File: src/rtl/setq_pkg.sv
`default_nettype none

package setq_pkg;

    typedef enum logic [1:0] {
        CMD_ADD    = 2'd0,
        CMD_ADJUST = 2'd1,
        CMD_DELETE = 2'd2,
        CMD_TICK   = 2'd3
    } command_t;

    typedef enum logic [2:0] {
        ST_OK        = 3'd0,
        ST_EXPIRED   = 3'd1,
        ST_NONE      = 3'd2,
        ST_FULL      = 3'd3,
        ST_NOT_FOUND = 3'd4,
        ST_DUPLICATE = 3'd5
    } status_t;

    // Per-cycle command broadcast to every cell of the row.
    typedef struct packed {
        logic ins;  // open a slot at the first later entry, shift the tail right
        logic del;  // close the slot at the first hit, shift the tail left
    } cell_ctrl_t;

    localparam int unsigned HANDLE_PORT_BITS = 10;
    localparam int unsigned TIME_PORT_BITS   = 32;

endpackage

`default_nettype wire

File: src/rtl/setq_cell.sv
`default_nettype none

module setq_cell #(
    parameter int unsigned TIME_BITS   = 32,
    parameter int unsigned HANDLE_BITS = 10
) (
    input  wire logic                   clk,
    input  wire logic                   rst_n,
    input  wire setq_pkg::cell_ctrl_t   ctrl,
    input  wire logic [TIME_BITS-1:0]   key,
    input  wire logic [HANDLE_BITS-1:0] handle_new,
    input  wire logic [TIME_BITS-1:0]   left_exp,
    input  wire logic [HANDLE_BITS-1:0] left_hdl,
    input  wire logic                   left_occ,
    input  wire logic                   left_le,
    input  wire logic [TIME_BITS-1:0]   right_exp,
    input  wire logic [HANDLE_BITS-1:0] right_hdl,
    input  wire logic                   right_occ,
    input  wire logic                   hit_in,
    output logic [TIME_BITS-1:0]        exp,
    output logic [HANDLE_BITS-1:0]      hdl,
    output logic                        occ,
    output logic                        le,
    output logic                        hit_out
);

    logic [TIME_BITS-1:0]   exp_reg;
    logic [TIME_BITS-1:0]   exp_next;
    logic [HANDLE_BITS-1:0] hdl_reg;
    logic [HANDLE_BITS-1:0] hdl_next;
    logic                   occ_reg;
    logic                   occ_next;
    logic                   match;

    assign le      = occ_reg && (exp_reg <= key);
    assign match   = occ_reg && (hdl_reg == handle_new);
    assign hit_out = hit_in || match;

    assign exp = exp_reg;
    assign hdl = hdl_reg;
    assign occ = occ_reg;

    always_comb
    begin
        exp_next = exp_reg;
        hdl_next = hdl_reg;
        occ_next = occ_reg;
        if (ctrl.del && hit_out)
        begin
            // pull the neighbor on the right over the removed entry
            exp_next = right_exp;
            hdl_next = right_hdl;
            occ_next = right_occ;
        end
        else if (ctrl.ins && !le)
        begin
            if (left_le)
            begin
                exp_next = key;
                hdl_next = handle_new;
                occ_next = 1'b1;
            end
            else
            begin
                exp_next = left_exp;
                hdl_next = left_hdl;
                occ_next = left_occ;
            end
        end
    end

    always_ff @(posedge clk or negedge rst_n)
    begin
        if (!rst_n)
        begin
            occ_reg <= 1'b0;
        end
        else
        begin
            occ_reg <= occ_next;
        end
    end

    always_ff @(posedge clk)
    begin
        exp_reg <= exp_next;
        hdl_reg <= hdl_next;
    end

endmodule

`default_nettype wire

File: config.mk
export PLATFORM = sky130hd
export DESIGN_NAME = setq_cell
export DESIGN_NICKNAME = d
export VERILOG_FILES = /design/src/rtl/setq_pkg.sv /design/src/rtl/setq_cell.sv
export SDC_FILE = /design/constraint.sdc
export NUM_CORES = 1
export LEC_CHECK = 0
export ABC_CLOCK_PERIOD_IN_PS = 11860
export BUFFER_PORTS_ARGS = -buffer_cell sky130_fd_sc_hd__buf_4
export CAP_MARGIN = 0
export CORE_ASPECT_RATIO = 0.6
export CORE_MARGIN = 4
export CORE_UTILIZATION = 27
export DETAILED_ROUTE_END_ITERATION = 10
export PLACE_DENSITY = 0.55
export REMOVE_ABC_BUFFERS = 1
export SLEW_MARGIN = 20
export SYNTH_ARGS = -nofsm -noshare
export SYNTH_HDL_FRONTEND = slang
export SYNTH_SLANG_ARGS = --single-unit
File: constraint.sdc
create_clock -name clk -period 11.86 [get_ports clk]
set_input_delay 1.779 -clock clk [delete_from_list [all_inputs] [get_ports clk]]
set_output_delay 1.779 -clock clk [all_outputs]
set_load 0.1 [all_outputs]
==> metrics.md <==
| Metric | Value |
|---|---|
| First-pass iteration count of the detailed router | `4` |
| Startpoint types | `primary input` |
| Clock H-tree levels | `2` |
| Clock sink total | `43` |
| Final setup margin | `6.206 ns` |
| Post-Route Setup TNS | `0 ns` |
| Design area | `0.004826 mm²` |
| Layout cells sized above 1 | `0.3971` |
| RSZ-0062 raised after global routing | `no` |
| Mapped Avg Cell Area | `9.954 µm²` |
| Leading area contributor after synthesis | `edfxtp_1` |
| TritonCTS clock tree | `done` |
| P_sw | `0.0002724 W` |
| GRT overflow | `0` |
| IO Port Bufs | `178` |
| CTS Hold Bufs | `0` |
| Main synth FF type | `edfxtp_1` |
| Pin count of the biggest net entering global routing | `54` |
| Max reg flops | `32` |
| Floorplan row count | `30` |
| CP endpoint kind | `primary output` |
| CP required | `10.08 ns` |
| Tot Pwr | `0.0006721 W` |
| Global-route wire length before repair | `15,010 µm` |
| Die height | `91.74 µm` |
| Post-synthesis instance total | `317` |
| Area growth syn-to-layout | `52.93%` |
| Initial antenna violation count | `0` |
| Period utilization | `0.4767` |
| Cell Pwr Density | `139.3 mW/mm²` |
| Initial core utilization | `0.2774` |
| Crit-path max FO | `3` |
| Max-Cap Viols | `0` |
| Post-synth ARST share | `0.02326` |
| Sequential Power Share | `0.303` |
| Most numerous cell in the Yosys netlist | `a21oi_1` |
| Post-route DRC violation count | `0` |
| Overall routing resource usage | `0.1390` |
| Max frequency | `176.9 MHz` |
| Synthesized cell area | `0.003156 mm²` |
| Routed vias/inst | `4.389` |
| Sequential fraction of the synthesis area | `0.4076` |
| DR vias | `2,857` |
| Setup violators final | `0` |
| Post-Route WL | `9649 µm` |
| Post-synth EDFFs | `42` |
| Tmin final | `5.654 ns` |
| Least-Margin Pin Slew | `0.7642 ns` |
| Root buf cell | `clkbuf_16` |
| Clock group share of total power | `0.272` |
| Most common library cells after synthesis | `a21oi_1 (53), nor2_1 (44), edfxtp_1 (42), mux2i_1 (42), inv_1 (34)` |
| Yosys warning count | `0` |
| # IOs | `179` |
| Final Hold Fails | `0` |
| Core area | `0.01137 mm²` |
| Routed wire length per instance | `14.82 µm` |
| Worst Path Arrival | `3.87 ns` |
| Number of global-route vias before repair | `2,953` |
| Top cells by area, synth | `edfxtp_1 (40%), mux2i_1 (13%), ha_1 (13%)` |
| 1st-iter DRT viols | `105` |
| Max VDD drop | `0.00006573 V` |
| Worst-path clk slew | `0.06 ns` |
| Fin. max-slew vios | `0` |
| Leak pwr | `2.328 nW` |
| Post-CTS sizing | `0` |
| ANT cells | `0` |
| Status | `completed` |
| Placed inst area | `0.004637 mm²` |
| CTS Buffer Depth | `2` |
| Post-CTS Setup Inserts | `0` |
| Comb power frac | `0.426` |
| Final-stage net count | `656` |
| Die Area | `0.01354 mm²` |
| Pre-CTS setup slack | `6.163 ns` |
| Filler cells | `1,145` |
| Net Sw Frac | `0.4053` |
| Top cell type's share of synthesized area | `0.3997` |
| Min-Delay Path Class | `register to register` |
| Worst-Skew Late Latency | `0.29 ns` |
| Synthesized flop and latch total | `43` |
| Cell variety after synth | `32` |
| Die Wd | `147.6 µm` |
| Placer Congestion | `0.7818` |
| Critical path class | `primary input to primary output` |
| HPWL after DPL | `7668 µm` |
| Worst Skew | `0.008421 ns` |
| Antenna viol nets, final | `0` |
| CTS Buf Count | `5` |
| Rel. slew slack | `0.4905` |
| Pint | `0.0003997 W` |
## critical path: stages
cell and delay [ns]:
buf_4 0.08, inv_1 0.03, ha_1 0.31, nand4_1 0.18
nor4_1 0.63, nand4_1 0.26, a22oi_4 0.26, buf_4 0.33
## per-layer routing
layer / track usage / vias to the layer above / part of all wire
met4: 0.02558 / 0 / 0.0060
met5: 0 / - / 0
met2: 0.2135 / 108 / 0.42
met1: 0.1851 / 1253 / 0.48
met3: 0.05778 / 4 / 0.098
li1: - / 1492 / -
## power groups by stage
stage | clock network, W | logic (W) | registers [W]
after floorplan | 0 | 0.0000744 | 0.000330
after global placement | 0 | 0.000288 | 0.000206
after detailed placement | 0 | 0.000289 | 0.000207
after CTS | 0.000187 | 0.000289 | 0.000204
after global routing | 0.000195 | 0.000306 | 0.000206
final | 0.000183 | 0.000286 | 0.000203
## layout make-up
class,instances,area (µm²),share of cell area
clock inverters,2,60.06,0.01244
repair buffers,180,1351,0.2800
inverters,34,127.6,0.02645
well taps,160,200.2,0.04148
multi-input cells,226,1672,0.3464
clock buffers,6,128.9,0.02670
flip-flops and latches,43,1286,0.2665
## metrics by stage
step | instances | hold WS (ns) | utilization
after global placement | 643 | 0.8373 | 0.4077
after global routing | 651 | 0.8894 | 0.4243
after detailed placement | 643 | 0.8467 | 0.4077
final | 651 | 0.8013 | 0.4243
after floorplan | 303 | 1.258 | -
after CTS | 651 | 0.8576 | 0.4243
## cells in the final DEF, fill, tap and decap left out, types with 3 or more instances in the layout
master and count:
buf_4 180, a21oi_1 53, nor2_1 44, mux2i_1 42
edfxtp_1 42, inv_1 34, ha_1 32, xnor2_1 10
nand4_1 9, nand2_1 6, nand3_1 5, clkbuf_16 5
a21o_1 3
## final timing paths
path | startpoint | to | slack, ns | cells after the start
worst max-delay path | key[11] | le | 6.21 | 8
worst min-delay path | occ$_DFFE_PN0P_ | occ$_DFFE_PN0P_ | 0.80 | 3
worst max register to register | hdl[3]$_DFFE_PP_ | exp[6]$_DFFE_PP_ | 8.87 | 7
worst min register to register | occ$_DFFE_PN0P_ | occ$_DFFE_PN0P_ | 0.80 | 3
max in group asynchronous | rst_n | occ$_DFFE_PN0P_ | 10.52 | 1
min in group asynchronous | rst_n | occ$_DFFE_PN0P_ | 1.26 | 1
## kinds of logic after synthesis
kind of cell / after synthesis / share of synthesized area
flip-flops: 43 / 0.4076
AO/OA/AOI/OAI: 71 / 0.1332
buffers and inverters: 48 / 0.06701
multiplexers: 42 / 0.1332
XOR/XNOR: 10 / 0.02775
adder cells (fa/ha/maj): 32 / 0.1269
AND/OR/NAND/NOR: 71 / 0.1043
Power figures use the tool's default switching activity.
